<file path="src/sv/fa_pkg.sv">
// ----------------------------------------------------------------------------
// fa_pkg
// shared types, widths and constants of the atan2 angle block
// ----------------------------------------------------------------------------
package fa_pkg;

    localparam int IN_WIDTH  = 16;
    localparam int FRAC_BITS = 16;

    localparam int C_W     = FRAC_BITS + 1;     // ratio, 0 .. 1.0 inclusive
    localparam int COEF_W  = 24;
    localparam int ACC_W   = COEF_W + 4;
    localparam int PRD_W   = ACC_W + C_W + 1;
    localparam int FLD_W   = ACC_W + 2;
    localparam int ANG_W   = 25;
    localparam int RAD_K_W = 27;
    localparam int RAD_P_W = ANG_W + RAD_K_W;
    localparam int RAD_Q_W = RAD_P_W - 32;
    localparam int CFG_I_W = 3;
    localparam int Q_DEPTH = 4;
    localparam int Q_PTR_W = $clog2(Q_DEPTH);
    localparam int Q_CNT_W = Q_PTR_W + 1;
    localparam int BK_STG  = 12;

    localparam logic [FLD_W-1:0]   DEG90     = FLD_W'(90 * 65536);
    localparam logic [FLD_W-1:0]   DEG180    = FLD_W'(180 * 65536);
    localparam logic [FLD_W-1:0]   DEG360    = FLD_W'(360 * 65536);
    localparam logic [ANG_W-1:0]   ANGLE_MAX = ANG_W'(23592960);
    localparam logic [RAD_K_W-1:0] DEG_TO_RAD = RAD_K_W'(74961321);
    localparam logic [PRD_W-1:0]   RND_HALF  = PRD_W'(1) << (FRAC_BITS - 1);
    localparam logic [RAD_P_W:0]   RAD_HALF  = (RAD_P_W + 1)'(1) << 31;

    localparam logic [COEF_W-1:0] RST_COEF1 = COEF_W'(3754140);
    localparam logic [COEF_W-1:0] RST_COEF3 = COEF_W'(-1223390);
    localparam logic [COEF_W-1:0] RST_COEF5 = COEF_W'(584188);
    localparam logic [COEF_W-1:0] RST_COEF7 = COEF_W'(-166443);

    typedef enum logic [CFG_I_W-1:0] {
        CFG_DEGREE_MODE = 3'd0,
        CFG_COEF_FIRST  = 3'd1,
        CFG_COEF_THIRD  = 3'd2,
        CFG_COEF_FIFTH  = 3'd3,
        CFG_COEF_SEVENTH = 3'd4
    } cfg_idx_t;

    // octant flags that ride along with each word
    typedef struct packed {
        logic steep;
        logic xneg;
        logic yneg;
        logic last;
    } tag_t;

    // classified word handed from front to back
    typedef struct packed {
        logic [IN_WIDTH-1:0] mn;
        logic [IN_WIDTH-1:0] mx;
        tag_t                tag;
    } item_t;

    typedef struct packed {
        logic                       degree_mode;
        logic signed [COEF_W-1:0]   coef1;
        logic signed [COEF_W-1:0]   coef3;
        logic signed [COEF_W-1:0]   coef5;
        logic signed [COEF_W-1:0]   coef7;
    } cfg_t;

endpackage

</file>
<file path="src/sv/fa_queue.sv">
// ----------------------------------------------------------------------------
// fa_queue
// short fifo between the front and the back
// ----------------------------------------------------------------------------
module fa_queue import fa_pkg::*;
(
    input  logic  clk,
    input  logic  rst_n,
    input  logic  push,
    input  item_t wr_item,
    output logic  full,
    input  logic  pop,
    output logic  not_empty,
    output item_t rd_item
);

    item_t              mem_reg [Q_DEPTH];
    logic [Q_PTR_W-1:0] wr_ptr_reg;
    logic [Q_PTR_W-1:0] wr_ptr_next;
    logic [Q_PTR_W-1:0] rd_ptr_reg;
    logic [Q_PTR_W-1:0] rd_ptr_next;
    logic [Q_CNT_W-1:0] cnt_reg;
    logic [Q_CNT_W-1:0] cnt_next;
    logic               do_pop;

    assign full      = cnt_reg == Q_CNT_W'(Q_DEPTH);
    assign not_empty = cnt_reg != '0;
    assign do_pop    = pop && not_empty;
    assign rd_item   = mem_reg[rd_ptr_reg];

    always_comb
    begin
        wr_ptr_next = push ? wr_ptr_reg + Q_PTR_W'(1) : wr_ptr_reg;
        rd_ptr_next = do_pop ? rd_ptr_reg + Q_PTR_W'(1) : rd_ptr_reg;
        cnt_next    = cnt_reg + Q_CNT_W'(push) - Q_CNT_W'(do_pop);
    end

    always_ff @(posedge clk or negedge rst_n)
    begin
        if (!rst_n)
        begin
            wr_ptr_reg <= '0;
            rd_ptr_reg <= '0;
            cnt_reg    <= '0;
        end
        else
        begin
            wr_ptr_reg <= wr_ptr_next;
            rd_ptr_reg <= rd_ptr_next;
            cnt_reg    <= cnt_next;
        end
    end

    always_ff @(posedge clk)
    begin
        if (push)
        begin
            mem_reg[wr_ptr_reg] <= wr_item;
        end
    end

endmodule

</file>
<file path="config.mk">
export PLATFORM = sky130hd
export DESIGN_NAME = fa_queue
export DESIGN_NICKNAME = d
export VERILOG_FILES = /design/src/sv/fa_pkg.sv /design/src/sv/fa_queue.sv
export SDC_FILE = /design/constraint.sdc
export NUM_CORES = 1
export LEC_CHECK = 0
export BUFFER_PORTS_ARGS = -buffer_cell sky130_fd_sc_hd__clkbuf_2
export CORE_MARGIN = 2
export CORE_UTILIZATION = 30
export DETAILED_ROUTE_END_ITERATION = 16
export PLACE_DENSITY_LB_ADDON = 0.08
export SLEW_MARGIN = 20
export SYNTH_ARGS = -nofsm -noshare
export SYNTH_HDL_FRONTEND = slang
export SYNTH_SLANG_ARGS = --single-unit
</file>
<file path="constraint.sdc">
create_clock -name clk -period 2.62 [get_ports clk]
set_input_delay 0.524 -clock clk [delete_from_list [all_inputs] [get_ports clk]]
set_output_delay 0.524 -clock clk [all_outputs]
set_load 0.005 [all_outputs]
</file>
==> results of run 1 <==
report_power, final:
| part | leakage (nW) | internal (mW) | total (mW) | switching (mW) |
|---|---|---|---|---|
| logic | 0.774 | 1.11 | 2.14 | 1.03 |
| registers | 1.40 | 3.17 | 3.35 | 0.177 |
| clock network | 0.278 | 1.48 | 2.36 | 0.873 |
layer usage:
layer / routed length [um] / vias up
met2: 5090 / 62
met3: 461 / 12
met5: 0 / -
li1: - / 1147
met4: 178 / 0
met1: 4930 / 1320
per-stage QoR:
step | worst slack [ns] | area, um2 | hold slack (ns) | utilization
2_1_floorplan | 0.707 | 5610 | 0.228 | -
3_3_place_gp | 0.602 | 6400 | 0.382 | 0.346
3_5_place_dp | 0.593 | 6400 | 0.380 | 0.346
4_1_cts | 0.167 | 6980 | 0.308 | 0.377
5_1_grt | 0.117 | 6980 | 0.323 | 0.377
6_report | 0.230 | 6980 | 0.331 | 0.377
path summary, 6_finish.rpt:
kind                                            from                   endpoint  slack [ns]  depth (start not counted)
max in group asynchronous                      rst_n  rd_ptr_reg[0]$_DFFE_PN0P_        1.95                          2
max                        rd_ptr_reg[0]$_DFFE_PN0P_                rd_item[28]        0.23                          3
min reg2reg                wr_ptr_reg[0]$_DFFE_PN0P_  wr_ptr_reg[0]$_DFFE_PN0P_        0.55                          1
min                                      wr_item[10]   mem_reg[0][10]$_DFFE_PP_        0.33                          1
max reg2reg                     cnt_reg[1]$_DFF_PN0_       cnt_reg[2]$_DFF_PN0_        0.61                          7
min in group asynchronous                      rst_n       cnt_reg[2]$_DFF_PN0_        0.48                          2
what timing repair did:
action / CTS / global route
setup endpoints to repair: 0 / 0
setup buffers: 0 / 0
hold endpoints to repair: 7 / 0
hold buffers: 1 / 0
kinds of logic (layout without fill, tap and decap cells):
kind of cell / Yosys count / after routing / synth area share
DFF: 151 / 151 / 0.801
and+or+nand+nor: 7 / 7 / 0.00735
adders and majority gates: 7 / 7 / 0.0169
xor gates and xnor gates: 5 / 5 / 0.00780
buffers and inverters: 14 / 129 / 0.0181
AOI/OAI and AO/OA: 3 / 3 / 0.00401
muxes: 36 / 36 / 0.144
area by class of cell:
type,instances,share of cell area
repair buffers,92,0.0825
clock buffers,21,0.0631
multi-input cells,58,0.146
clock inverters,10,0.0185
flip-flops and latches,151,0.645
well taps,234,0.0419
inverters,6,0.00323
worst max-delay path, cell delays in order, from the launching register on:
cell and delay [ns]:
dfrtp_2 0.38, buf_4 0.36, mux4_2 0.58, clkbuf_2 0.14
layout by cell type (no fill, tap or decap), drive strengths merged:
cell type	n
and2	4
and3	1
buf	14
bufinv	3
clkbuf	98
clkinv	6
dfrtp	7
dlygate4sd3	1
edfxtp	144
fa	1
ha	6
inv	7
mux4	36
nand2	1
o21ai	1
o311ai	1
o31a	1
or3	1
xnor2	3
xor2	2
==> flow_summary.yaml, run 1 <==
outcome:
  status: "finished, final reports clean"
cts:
  clock_latency_ns: 0.41
  cts_sinks: 151
  clockRootBuffer: "clkbuf_16"
  post_cts_resized: 0
  cts_tree: "done"
  cts_made_buffers: 17
  clk_pin_slew_ns: 0.06
  cts_buffer_depth: 2
  h-tree-depth: 4
timing:
  relSlewSlack: 0.616
  fin_crit_sh: 0.912
  slew_viol_final: 0
  hold_viol_final: 0
  fin_skew_ns: 0.00821
  fmax_ghz: 0.418
  setup_violations: 0
  worst_pin_slew_ns: 0.576
  rsz0062_at_grt: "no"
  finalCriticalPeriod_ns: 2.39
  fin_setup_tns_ns: 0
synth:
  ys_warn_count: 0
  synth_area_leaders: "edfxtp_1 77%, mux4_2 14%, dfrtp_1 3.1%"
  synth.top_cell.area_share: 0.770
  synth_ff_type: "edfxtp_1"
  synthArstFlopShare: 0.0464
  synth_common_cells: "144 x edfxtp_1, 36 x mux4_2, 7 x dfrtp_1"
  avgSynthCellArea_um2: 25.2
  synth_edf_count: 144
  syn-num-nets: 270
  synth_top_area_cell: "edfxtp_1"
  yosysMostFrequentCell: "edfxtp_1"
  ys_types: 19
  syn_inst: 223
  ys_ff_latch: 151
  syn_area_um2: 5610
  synth_seq_area_share: 0.801
drt:
  drt-pass1-iter-count: 4
  routed_wl_mm: 10.7
  drtIter0Drc: 131
  vias_per_cell: 4.44
  drc: 0
  vias: 2541
  ant_nets: 0
  wl_per_cell_um: 18.6
setup_path:
  cp.required_ns: 2.10
  cp_max_fo: 18
  cp-end-kind: "primary output"
  arrival_ns: 1.87
  crit_type: "reg -> out"
  start_kind: "flop"
cells_and_area:
  fin_nets: 373
  finalNonFillerCells: 572
  area_delta_synth_final_pct: 24.3
  drive_gt1_frac: 0.464
  antenna_cells: 0
  multiInputGateArea_um2: 1020
  largest_register_ffs: 144
  register_area_um2: 4500
  fill_cells: 1718
hold_path:
  hold_path_class: "in -> reg"
floorplan:
  coreArea_um2: 18500
  fp.dieArea_um2: 19800
  fp.dieH_um: 141
  rows: 50
  die_w_um: 141
  pin_count: 78
  start_util: 0.303
global_routing:
  grt.busiest_layer: "met2"
  grtUsageTotal: 0.115
  grt_max_degree: 21
  grt_overflow: 0
  grt_pass1_vias: 2818
  global_route.usage.met3: 0.0350
  antenna_found_initial: 0
  met2_usage: 0.179
  grt_pass1_wl_mm: 16.3
  grt_use_met1: 0.148
place:
  portBuffers: 77
  dpl.hpwl_mm: 6.89
  post-place-cells: 540
  place_congestion: 0.655
flow_run:
  cap_violations: 0
power:
  p_leak_nw: 2.45
  fin_total_pwr_mw: 7.84
  ir_drop_uv: 459
  p_per_area_nw_per_um2: 1120
(Power assumes the default switching activity.)
==> run 2, diff against run 1 <==
Settings changed: HOLD_SLACK_MARGIN set to 0.08, REMOVE_ABC_BUFFERS set to 1.
==> flow_summary.yaml, run 2 (synthesized netlist as in run 1, its figures left out) <==
outcome:
  status: "finished, final reports clean"
global_routing:
  grt_pass1_vias: 2817
  grt_overflow: 0
  grt_pass1_wl_mm: 16.3
  grtUsageTotal: 0.116
  grt_max_degree: 37
  antenna_found_initial: 0
cts:
  clockRootBuffer: "clkbuf_16"
  cts_tree: "done"
  cts_sinks: 151
  cts_made_buffers: 17
  cts_buffer_depth: 2
  h-tree-depth: 4
  clk_pin_slew_ns: 0.06
  clock_latency_ns: 0.42
setup_path:
  cp.required_ns: 2.10
  start_kind: "flop"
  cpMaxStageDelayCell: "mux4_2"
  arrival_ns: 1.86
  cp-end-kind: "primary output"
  cp_max_fo: 36
  crit_type: "reg -> out"
  path_cells: "buf_12, mux4_2, clkbuf_2"
  critPathMaxStageDelay_ns: 0.58
cells_and_area:
  final_cell_mix: "144 x edfxtp_1, 77 x clkbuf_2, 36 x mux4_2, 17 x clkbuf_16, 8 x buf_4"
  final_util: 0.373
  fin_area_um2: 6910
  fin_nets: 369
  drive_gt1_frac: 0.467
  register_area_um2: 4500
  area_delta_synth_final_pct: 23.2
  largest_register_ffs: 144
  finalNonFillerCells: 568
  fill_cells: 1733
  layout_commonest_cell: "edfxtp_1"
  multiInputGateArea_um2: 1020
  antenna_cells: 0
place:
  place_ws_ns: 0.621
  post-place-cells: 536
  place_area_um2: 6320
  portBuffers: 77
  place_congestion: 0.671
  dpl.hpwl_mm: 6.52
power:
  p_leak_nw: 2.41
  fin_total_pwr_mw: 7.79
  ir_drop_uv: 548
  p_per_area_nw_per_um2: 1130
timing:
  fin_skew_ns: 0.00468
  setup_violations: 0
  fin_ws_ns: 0.235
  fin_crit_sh: 0.910
  rsz0062_at_grt: "no"
  slew_viol_final: 0
  holdWs_ns: 0.323
  fin_setup_tns_ns: 0
  hold_viol_final: 0
  finalCriticalPeriod_ns: 2.38
  worst_pin_slew_ns: 0.409
  fmax_ghz: 0.419
  relSlewSlack: 0.724
floorplan:
  fp.dieArea_um2: 19800
  coreArea_um2: 18500
  pin_count: 78
  start_util: 0.303
  rows: 50
  fp.dieH_um: 141
  die_w_um: 141
drt:
  vias_per_cell: 4.51
  routed_wl_mm: 10.7
  vias: 2559
  drtIter0Drc: 72
  drc: 0
  wl_per_cell_um: 18.8
  ant_nets: 0
  drt-pass1-iter-count: 4
hold_path:
  hold_path_class: "in -> reg"
flow_run:
  cap_violations: 0
run 2: timing repair:
item,CTS,global route
hold endpoints to repair,7,0
hold buffers,1,0
resized for setup,0,0
buffers inserted,0,0
setup endpoints to repair,0,0
run 2: where the power goes:
group | total [mW] | switching (mW) | internal [mW]
Clock | 2.40 | 0.920 | 1.48
Combinational | 2.05 | 1.02 | 1.03
Sequential | 3.34 | 0.167 | 3.17
run 2: worst max-delay path, delay by kind of cell, from the launching register on:
kind	cells	cell delay, ns
buf+inv	2	0.44
flops	1	0.40
mux	1	0.58
run 2: layer usage:
metal  vias up  global-route usage  routed length, um
met4         0              0.0568                221
met2        62               0.183               5240
met5         -                   0                  0
li1       1142                   -                  -
met1      1339               0.146               4640
met3        16              0.0377                558
run 2: area by class of cell:
class | count | share of cell area
Sequential cell | 151 | 0.651
Timing Repair Buffer | 88 | 0.0717
Tap cell | 234 | 0.0423
Multi-Input combinational cell | 58 | 0.147
Clock buffer | 17 | 0.0615
Inverter | 6 | 0.00326
Clock inverter | 14 | 0.0228
run 2: path summary, 6_finish.rpt:
path / start / endpoint / slack (ns) / cells after the start
max in group asynchronous: rst_n / rd_ptr_reg[1]$_DFFE_PN0P_ / 1.96 / 2
hold / removal: wr_item[27] / mem_reg[2][27]$_DFFE_PP_ / 0.32 / 1
hold reg to reg: rd_ptr_reg[0]$_DFFE_PN0P_ / rd_ptr_reg[0]$_DFFE_PN0P_ / 0.51 / 1
min in group asynchronous: rst_n / cnt_reg[2]$_DFF_PN0_ / 0.48 / 2
setup / recovery: rd_ptr_reg[0]$_DFFE_PN0P_ / rd_item[21] / 0.24 / 3
setup reg to reg: cnt_reg[1]$_DFF_PN0_ / cnt_reg[2]$_DFF_PN0_ / 0.64 / 7
