===== src/sv/fa_pkg.sv =====
// ----------------------------------------------------------------------------
// fa_pkg
// shared types, widths and constants of the atan2 angle block
// ----------------------------------------------------------------------------
package fa_pkg;

    localparam int IN_WIDTH  = 16;
    localparam int FRAC_BITS = 16;

    localparam int C_W     = FRAC_BITS + 1;     // ratio, 0 .. 1.0 inclusive
    localparam int COEF_W  = 24;
    localparam int ACC_W   = COEF_W + 4;
    localparam int PRD_W   = ACC_W + C_W + 1;
    localparam int FLD_W   = ACC_W + 2;
    localparam int ANG_W   = 25;
    localparam int RAD_K_W = 27;
    localparam int RAD_P_W = ANG_W + RAD_K_W;
    localparam int RAD_Q_W = RAD_P_W - 32;
    localparam int CFG_I_W = 3;
    localparam int Q_DEPTH = 4;
    localparam int Q_PTR_W = $clog2(Q_DEPTH);
    localparam int Q_CNT_W = Q_PTR_W + 1;
    localparam int BK_STG  = 12;

    localparam logic [FLD_W-1:0]   DEG90     = FLD_W'(90 * 65536);
    localparam logic [FLD_W-1:0]   DEG180    = FLD_W'(180 * 65536);
    localparam logic [FLD_W-1:0]   DEG360    = FLD_W'(360 * 65536);
    localparam logic [ANG_W-1:0]   ANGLE_MAX = ANG_W'(23592960);
    localparam logic [RAD_K_W-1:0] DEG_TO_RAD = RAD_K_W'(74961321);
    localparam logic [PRD_W-1:0]   RND_HALF  = PRD_W'(1) << (FRAC_BITS - 1);
    localparam logic [RAD_P_W:0]   RAD_HALF  = (RAD_P_W + 1)'(1) << 31;

    localparam logic [COEF_W-1:0] RST_COEF1 = COEF_W'(3754140);
    localparam logic [COEF_W-1:0] RST_COEF3 = COEF_W'(-1223390);
    localparam logic [COEF_W-1:0] RST_COEF5 = COEF_W'(584188);
    localparam logic [COEF_W-1:0] RST_COEF7 = COEF_W'(-166443);

    typedef enum logic [CFG_I_W-1:0] {
        CFG_DEGREE_MODE = 3'd0,
        CFG_COEF_FIRST  = 3'd1,
        CFG_COEF_THIRD  = 3'd2,
        CFG_COEF_FIFTH  = 3'd3,
        CFG_COEF_SEVENTH = 3'd4
    } cfg_idx_t;

    // octant flags that ride along with each word
    typedef struct packed {
        logic steep;
        logic xneg;
        logic yneg;
        logic last;
    } tag_t;

    // classified word handed from front to back
    typedef struct packed {
        logic [IN_WIDTH-1:0] mn;
        logic [IN_WIDTH-1:0] mx;
        tag_t                tag;
    } item_t;

    typedef struct packed {
        logic                       degree_mode;
        logic signed [COEF_W-1:0]   coef1;
        logic signed [COEF_W-1:0]   coef3;
        logic signed [COEF_W-1:0]   coef5;
        logic signed [COEF_W-1:0]   coef7;
    } cfg_t;

endpackage


===== src/sv/fa_front.sv =====
// ----------------------------------------------------------------------------
// fa_front
// input stage: absolute values, octant classification, one register
// ----------------------------------------------------------------------------
module fa_front import fa_pkg::*;
(
    input  logic                clk,
    input  logic                rst_n,
    input  logic                in_valid,
    output logic                in_ready,
    input  logic [IN_WIDTH-1:0] grad_x,
    input  logic [IN_WIDTH-1:0] grad_y,
    input  logic                last_in,
    output logic                push,
    input  logic                full,
    output item_t               item
);

    logic                valid_reg;
    logic                valid_next;
    item_t               item_reg;
    item_t               item_next;
    logic [IN_WIDTH-1:0] ax;
    logic [IN_WIDTH-1:0] ay;
    logic                take;

    assign push     = valid_reg && !full;
    assign in_ready = !valid_reg || push;
    assign take     = in_valid && in_ready;
    assign item     = item_reg;

    always_comb
    begin
        ax = grad_x[IN_WIDTH-1] ? (~grad_x + IN_WIDTH'(1)) : grad_x;
        ay = grad_y[IN_WIDTH-1] ? (~grad_y + IN_WIDTH'(1)) : grad_y;
        item_next.tag.steep = ay > ax;
        item_next.tag.xneg  = grad_x[IN_WIDTH-1];
        item_next.tag.yneg  = grad_y[IN_WIDTH-1];
        item_next.tag.last  = last_in;
        // equal magnitudes stay on the direct branch
        item_next.mn = (ay > ax) ? ax : ay;
        item_next.mx = (ay > ax) ? ay : ax;
        valid_next   = take || (valid_reg && !push);
    end

    always_ff @(posedge clk or negedge rst_n)
    begin
        if (!rst_n)
        begin
            valid_reg <= 1'b0;
        end
        else
        begin
            valid_reg <= valid_next;
        end
    end

    always_ff @(posedge clk)
    begin
        if (take)
        begin
            item_reg <= item_next;
        end
    end

endmodule


===== config.mk =====
export PLATFORM = sky130hd
export DESIGN_NAME = fa_front
export DESIGN_NICKNAME = d
export VERILOG_FILES = /design/src/sv/fa_pkg.sv /design/src/sv/fa_front.sv
export SDC_FILE = /design/constraint.sdc
export NUM_CORES = 1
export LEC_CHECK = 0
export ABC_AREA = 1
export BUFFER_PORTS_ARGS = -buffer_cell sky130_fd_sc_hd__buf_2
export CORE_MARGIN = 1
export CORE_UTILIZATION = 30
export DETAILED_ROUTE_END_ITERATION = 6
export MAX_ROUTING_LAYER = met4
export SYNTH_ARGS = -nofsm -noshare
export SYNTH_HDL_FRONTEND = slang
export SYNTH_SLANG_ARGS = --single-unit
export TNS_END_PERCENT = 1

===== constraint.sdc =====
create_clock -name clk -period 3.1 [get_ports clk]
set_input_delay 0.62 -clock clk [delete_from_list [all_inputs] [get_ports clk]]
set_output_delay 0.62 -clock clk [all_outputs]
set_load 0.01 [all_outputs]

==> results of run 1 <==
[cells in the mapped netlist]
cell type and n:
nand4_1 4, nand3b_1 5, o21ai_0 7, nor3_2 1, nor2_1 31, nor3_1 1
nand3_1 51, buf_4 1, nand2_1 153, a21oi_1 7, xnor2_1 4, dfrtp_1 1
inv_1 47, a21o_1 2, buf_6 3, edfxtp_1 36, xor2_1 9, nand2_4 2
nand3_2 1, ha_1 18, o21ai_2 1, o21ai_1 1, buf_2 9
[worst max-delay path: cells and delay by family]
family | cells | cell delay (ns)
simple gates | 8 | 0.99
fa+ha+maj | 2 | 0.48
buf+inv | 4 | 0.47
xor+xnor | 1 | 0.23
[timing repair]
action	CTS	global route
setup endpoints to repair	0	33
gates resized for setup	0	2
hold buffers	0	0
setup buffers	0	0
[routing by layer]
layer / routed length, um / vias to the layer above / global-route usage (%)
met1: 3450 / 1200 / 20.8
met4: 93 / 0 / 4.64
met3: 352 / 8 / 2.39
met5: 0 / - / -
met2: 2840 / 78 / 23.0
li1: - / 1428 / -
[stage by stage]
step | instances | utilization (%) | worst slack, ns | TNS, ns
2_1_floorplan | 395 | - | 0.227 | 0
5_1_grt | 604 | 38.5 | -0.000126 | -0.000126
3_5_place_dp | 596 | 37.1 | -0.0885 | -2.02
4_1_cts | 604 | 38.4 | 0.207 | 0
3_3_place_gp | 596 | 37.1 | -0.0603 | -1.58
6_report | 604 | 38.5 | 0.320 | 0
[logic make-up after synthesis]
kind of cell | Yosys count | synth area share [%]
simple gates | 249 | 36.9
xor+xnor | 13 | 3.98
compound gates | 18 | 3.45
buf+inv | 60 | 9.18
fa+ha+maj | 18 | 7.87
flops | 37 | 38.6
[where the power goes]
part	total [mW]	switching (mW)	internal, mW	leakage (nW)
Combinational	0.497	0.312	0.185	1.43
Clock	0.432	0.170	0.262	0.0574
Sequential	0.638	0.0115	0.627	0.358
Total	1.57	0.494	1.07	1.84
[cell type report]
type,count,area (um2)
fillers,982,5680
multi-input cells,298,1520
flip-flops and latches,37,1110
repair buffers,85,478
inverters,47,176
well taps,129,161
clock buffers,6,82.6
clock inverters,2,37.5
[worst paths after layout]
check / slack, ns / startpoint / depth (start not counted) / to
min in group clk: 0.51 / last_in / 1 / item[0]
worst min-delay path: 0.09 / rst_n / 1 / valid_reg
worst min register to register: 0.58 / valid_reg / 2 / valid_reg
worst max register to register: 1.77 / valid_reg / 2 / item[4]
max in group asynchronous: 2.93 / rst_n / 1 / valid_reg
worst max-delay path: 0.32 / grad_x[0] / 15 / item[13]
==> impl_metrics.json, run 1 <==
{
  "floorplan.initialDensity_pct": 31.0,
  "arrival_ns": 2.82,
  "cts_tree": "built",
  "avgRoutedWirePerCell_um": 11.2,
  "wirelength_mm": 6.74,
  "yosys.area.top_type": "edfxtp_1",
  "syn_area_per_cell_um2": 7.25,
  "fp.dieArea_um2": 9940,
  "yosysWarnings": 0,
  "diodes": 0,
  "slowest_delay_ns": 0.29,
  "drv_cap": 0,
  "core-area_um2": 9240,
  "critPathMaxFanout": 26,
  "fin_crit_sh_pct": 89.7,
  "tightestPinTransition_ns": 0.464,
  "worstSetupPathType": "in -> reg",
  "die_h_um": 99.7,
  "slew_headroom_pct": 69.1,
  "die_w_um": 99.7,
  "ys_top_cells_by_area": "edfxtp_1, nand2_1, nand3_1",
  "most-common-layout-cells": "nand2_1, buf_2, nand3_1",
  "p_leak_nw": 1.84,
  "largest_reg_flops": 36,
  "syn_nets": 450,
  "final_common_cell": "nand2_1",
  "vias": 2714,
  "netlist_instances": 395,
  "gr-total-overflow": 0,
  "grt_use_total_pct": 15.2,
  "p_per_area_nw_per_um2": 440,
  "drt-initial-drc-count": 151,
  "ioPinCount": 75,
  "slowest_stage": "ha_1",
  "clock_latency_ns": 0.29,
  "antenna_found_initial": 0,
  "ys_ff_latch": 37,
  "cts_sinks": 37,
  "period_needed_ns": 2.78,
  "ys_seq_area_share_pct": 38.6,
  "gp_congestion": 0.935,
  "worst_hold_slack_ns": 0.0899,
  "syn-cell-area_um2": 2860,
  "clock_skew_ns": 0.00553,
  "max_freq_mhz": 360,
  "area_growth_pct": 24.3,
  "ir_worst_vdd_uv": 151,
  "hold_violations": 0,
  "setup.worst_path.end_class": "register",
  "startpoint_type": "input port",
  "htree_levels": 2,
  "clock_path_buffers": 2,
  "dpl.hpwl_mm": 5.65,
  "placed_area_um2": 3430,
  "grt_pass1_vias": 2535,
  "drive_gt1_share_pct": 21.1,
  "cp_cell_sequence": "buf_2 -> inv_1 -> ha_1 -> nand3_1 -> nand2_2 -> nand2_1 -> xor2_1 -> inv_1 -> ha_1 -> nand4_1 -> nor3_2 -> nand3_2 -> buf_12 -> nand3_1 -> nand2_1",
  "status": "finished, final reports clean",
  "portBuffers": 74,
  "vias_per_cell": 4.49,
  "cts_made_buffers": 5,
  "drc": 0,
  "dr.pass1.iters": 4,
  "root_buffer": "clkbuf_8",
  "power.total_mw": 1.57,
  "rows": 35,
  "stdcell_area_um2": 3560,
  "synth_top_area_share_pct": 37.8,
  "final_max_slew_viol_count": 0,
  "crit_required_ns": 3.14,
  "synth.distinct_cells": 23,
  "grt_max_degree": 37,
  "hold_path.class": "in -> async",
  "nets": 529,
  "antenna_violating_nets_post_route": 0,
  "setup_viol": 0,
  "grt_pass1_wl_mm": 11.7,
  "clk_pin_slew_worst_paths_ns": 0.08
}
No activity file was read; power rests on OpenSTA's default activity.
==> run 2, diff against run 1 <==
- CTS_BUF_LIST: not set -> sky130_fd_sc_hd__clkbuf_16
==> impl_metrics.json, run 2 (synthesized netlist as in run 1, its figures left out) <==
{
  "floorplan.initialDensity_pct": 31.0,
  "antenna_found_initial": 0,
  "largest_reg_flops": 36,
  "wirelength_mm": 6.73,
  "switching_share_pct": 29.9,
  "drive_gt1_share_pct": 20.8,
  "most-common-layout-cells": "nand2_1, buf_2, nand3_1",
  "power.total_mw": 1.70,
  "die_w_um": 99.7,
  "cts_hold_buf": 0,
  "internal_power_mw": 1.19,
  "slowest_stage": "ha_1",
  "startpoint_type": "input port",
  "setup.worst_path.end_class": "register",
  "fp.dieArea_um2": 9940,
  "period_needed_ns": 2.84,
  "path_buf_inv": 4,
  "root_buffer": "clkbuf_16",
  "grt_pass1_vias": 2526,
  "cts_made_buffers": 5,
  "core-area_um2": 9240,
  "tightestPinTransition_ns": 0.462,
  "portBuffers": 74,
  "dr.pass1.iters": 4,
  "antenna_violating_nets_post_route": 0,
  "clock_path_buffers": 2,
  "die_h_um": 99.7,
  "pre_cts_ws_ns": -0.0885,
  "final_common_cell": "nand2_1",
  "seqPwrFrac_pct": 37.7,
  "cts_sinks": 37,
  "fin_ws_ns": 0.257,
  "cts_tree": "built",
  "max_freq_mhz": 352,
  "ir_worst_vdd_uv": 237,
  "drt-initial-drc-count": 138,
  "clock_skew_ns": 0.00341,
  "slew_headroom_pct": 69.2,
  "diodes": 0,
  "avgRoutedWirePerCell_um": 11.1,
  "slowest_delay_ns": 0.29,
  "pwr-share-clk_pct": 32.9,
  "htree_levels": 2,
  "hold_violations": 0,
  "clock_latency_ns": 0.27,
  "vias": 2725,
  "p_per_area_nw_per_um2": 470,
  "final_core_util_pct": 39.1,
  "fin_crit_sh_pct": 91.7,
  "grt_max_degree": 37,
  "post_cts_buffers": 0,
  "pwr-share-comb_pct": 29.4,
  "crit_required_ns": 3.12,
  "arrival_ns": 2.86,
  "grt_use_total_pct": 15.3,
  "switching_power_mw": 0.507,
  "gp_congestion": 0.935,
  "hold_path.class": "in -> async",
  "critPathMaxFanout": 26,
  "nets": 529,
  "area_growth_pct": 26.1,
  "gr-total-overflow": 0,
  "path_delay_family": "simple AND/OR/NAND/NOR gates",
  "worstSetupPathType": "in -> reg",
  "grt_pass1_wl_mm": 11.7,
  "drv_cap": 0,
  "ioPinCount": 75,
  "setup_viol": 0,
  "cts_resized": 0,
  "cp_cell_sequence": "buf_2 -> inv_1 -> ha_1 -> nand3_1 -> nand2_2 -> nand2_1 -> xor2_1 -> inv_1 -> ha_1 -> nand4_1 -> nor3_4 -> nand3_2 -> buf_12 -> nand3_1 -> nand2_1",
  "vias_per_cell": 4.51,
  "rows": 35,
  "final_max_slew_viol_count": 0,
  "dpl.hpwl_mm": 5.65,
  "status": "finished, final reports clean",
  "drc": 0,
  "clk_pin_slew_worst_paths_ns": 0.06,
  "p_leak_nw": 1.87
}
-- run 2: cell count changes in the layout (fill, tap and decap cells not counted) --
cell and delta:
nor3_4 +1, clkinv_1 +1, nor3_2 -1, clkbuf_8 -6, clkbuf_16 +5
-- run 2: worst paths after layout --
check                      cells after the start         to  slack (ns)      start
setup / recovery                              15   item[13]        0.26  grad_x[0]
hold / removal                                 1  valid_reg        0.11      rst_n
setup reg to reg                               2    item[4]        1.78  valid_reg
hold reg to reg                                2  valid_reg        0.57  valid_reg
max in group asynchronous                      1  valid_reg        2.91      rst_n
min in group clk                               1    item[0]        0.52    last_in
-- run 2: power by group through the flow --
| stage | combinational (mW) | sequential, mW | clock (mW) |
|---|---|---|---|
| finish | 0.499 | 0.639 | 0.558 |
| global route | 0.575 | 0.645 | 0.589 |
| CTS | 0.496 | 0.641 | 0.570 |
| detailed placement | 0.494 | 0.651 | 0 |
| global placement | 0.480 | 0.650 | 0 |
| floorplan | 0.307 | 0.680 | 0 |
-- run 2: layout make-up --
class | count | area [um2]
clock buffers | 5 | 125
clock inverters | 3 | 41.3
fillers | 977 | 5630
inverters | 47 | 176
multi-input cells | 298 | 1520
flip-flops and latches | 37 | 1110
well taps | 129 | 161
repair buffers | 85 | 478
-- run 2: routing by layer --
layer | vias to the layer above | share of wire (%) | GRT usage, % | routed length (um)
met5 | - | 0 | - | 0
met2 | 78 | 43 | 23.0 | 2900
met3 | 4 | 5.3 | 2.60 | 356
met1 | 1211 | 51 | 20.8 | 3420
li1 | 1432 | - | - | -
met4 | 0 | 0.88 | 4.64 | 59
-- run 2: stage by stage --
step	cells	area (um2)	hold WS [ns]	TNS [ns]
after global placement	596	3430	0.396	-1.58
after CTS	604	3590	0.103	0
after floorplan	395	2860	0.324	0
final	604	3610	0.109	0
after detailed placement	596	3430	0.397	-2.02
after global routing	604	3610	0.0989	-0.255
==> run 3, diff against run 2 <==
- CORE_ASPECT_RATIO: not set -> 1.1
==> impl_metrics.json, run 3 (synthesized netlist as in run 1, its figures left out) <==
{
  "status": "finished, final reports clean",
  "wirelength_mm": 6.63,
  "clock_skew_ns": 0.00191,
  "post_cts_buffers": 0,
  "grt_pass1_wl_mm": 11.3,
  "setup_viol": 0,
  "vias_per_cell": 4.50,
  "setup_tns_ns": 0,
  "most-common-layout-cells": "nand2_1, buf_2, nand3_1",
  "max_freq_mhz": 363,
  "cp_cell_sequence": "buf_2 -> inv_1 -> ha_1 -> nand3_1 -> nand2_1 -> nand2_1 -> xor2_1 -> ha_1 -> nand4_1 -> nor3_2 -> nand3_2 -> buf_12 -> nand3_1 -> nand2_1",
  "core-area_um2": 9310,
  "p_leak_nw": 1.87,
  "fillerInstances": 959,
  "gr-total-overflow": 0,
  "diodes": 0,
  "critPathMaxFanout": 26,
  "nets": 531,
  "worstSetupPathType": "in -> reg",
  "crit_required_ns": 3.13,
  "final_core_util_pct": 38.5,
  "floorplan.initialDensity_pct": 30.8,
  "rows": 37,
  "reg2reg_depth": 2,
  "die_h_um": 104,
  "power.total_mw": 1.60,
  "cp_common_cell": "nand2_1",
  "startpoint_type": "input port",
  "drv_cap": 0,
  "ioPinCount": 75,
  "r2r-start": "valid_reg",
  "drc": 0,
  "root_buffer": "clkbuf_16",
  "dr.pass1.iters": 4,
  "arrival_ns": 2.79,
  "drive_gt1_share_pct": 21.4,
  "final_common_cell": "nand2_1",
  "area_growth_pct": 25.2,
  "clock_latency_ns": 0.28,
  "p_per_area_nw_per_um2": 446,
  "hold_path.class": "in -> async",
  "clk_pin_slew_worst_paths_ns": 0.05,
  "avgRoutedWirePerCell_um": 11.2,
  "setup.worst_path.end_class": "register",
  "antenna_found_initial": 0,
  "startpoint": "grad_y[0]",
  "drt-initial-drc-count": 152,
  "final_max_slew_viol_count": 0,
  "hold_violations": 0,
  "dpl.hpwl_mm": 5.58,
  "cts_tree": "built",
  "slowest_stage": "ha_1",
  "slew_headroom_pct": 70.9,
  "slowest_delay_ns": 0.33,
  "portBuffers": 74,
  "htree_levels": 2,
  "tightestPinTransition_ns": 0.431,
  "antenna_violating_nets_post_route": 0,
  "vias": 2672,
  "period_needed_ns": 2.76,
  "fp.dieArea_um2": 9940,
  "die_w_um": 95.1,
  "ir_worst_vdd_uv": 189,
  "grt_max_degree": 37,
  "gp_congestion": 0.918,
  "fin_crit_sh_pct": 88.9,
  "grt_pass1_vias": 2578,
  "clock_path_buffers": 2,
  "grt_use_total_pct": 14.9,
  "cts_sinks": 37,
  "cts_made_buffers": 5,
  "largest_reg_flops": 36
}
[run 3: cell count changes in the layout (fill, tap and decap cells not counted), sizes merged]
cell      before  now
buf           85   87
bufinv         1    0
clkinv         1    2
clkinvlp       1    0
inv           47   48
[run 3: stage by stage]
step                setup slack, ns  instances  hold slack [ns]  cell area, um2
global route               -0.00104        594            0.104            3580
detailed placement           -0.109        586            0.396            3430
CTS                           0.174        594            0.103            3570
finish                        0.344        594            0.107            3580
floorplan                     0.227        395            0.324            2860
global placement            -0.0592        586            0.395            3430
[run 3: worst max-delay path, delay by kind of cell]
kind          cells  cell delay [ns]
buf+inv           3             0.45
simple gates      8             1.00
xor+xnor          1             0.19
fa+ha+maj         2             0.53
[run 3: per-layer routing]
metal	up-vias	part of all wire [%]	global-route usage [%]
li1	1432	-	-
met1	1173	48	18.9
met2	61	45	23.9
met3	6	4.9	1.97
met4	0	1.6	5.30
met5	-	0	-
[run 3: worst paths after layout]
kind,to,slack [ns]
setup reg to reg,item[0],1.79
max in group asynchronous,valid_reg,2.91
hold / removal,valid_reg,0.11
hold reg to reg,valid_reg,0.58
min in group clk,item[0],0.52
setup / recovery,item[29],0.34
[run 3: what timing repair did]
action	CTS	global route
gates resized for setup	0	3
endpoints found under the setup margin	0	33
hold buffers	0	0
endpoints found under the hold margin	0	0
[run 3: power by group]
| part | leakage, nW | internal [mW] | switching (mW) |
|---|---|---|---|
| sequential | 0.358 | 0.628 | 0.0114 |
| clock | 0.0748 | 0.291 | 0.177 |
| combinational | 1.44 | 0.187 | 0.305 |
| total | 1.87 | 1.11 | 0.494 |
[run 3: cell type report]
type / count / area (um2) / share of cell area (%)
multi-input combinational: 298 / 1520 / 42.5
sequential: 37 / 1110 / 30.9
timing repair buffer: 87 / 493 / 13.8
clock inverter: 3 / 13.8 / 0.384
tap: 117 / 146 / 4.08
inverter: 47 / 176 / 4.92
clock buffer: 5 / 125 / 3.49
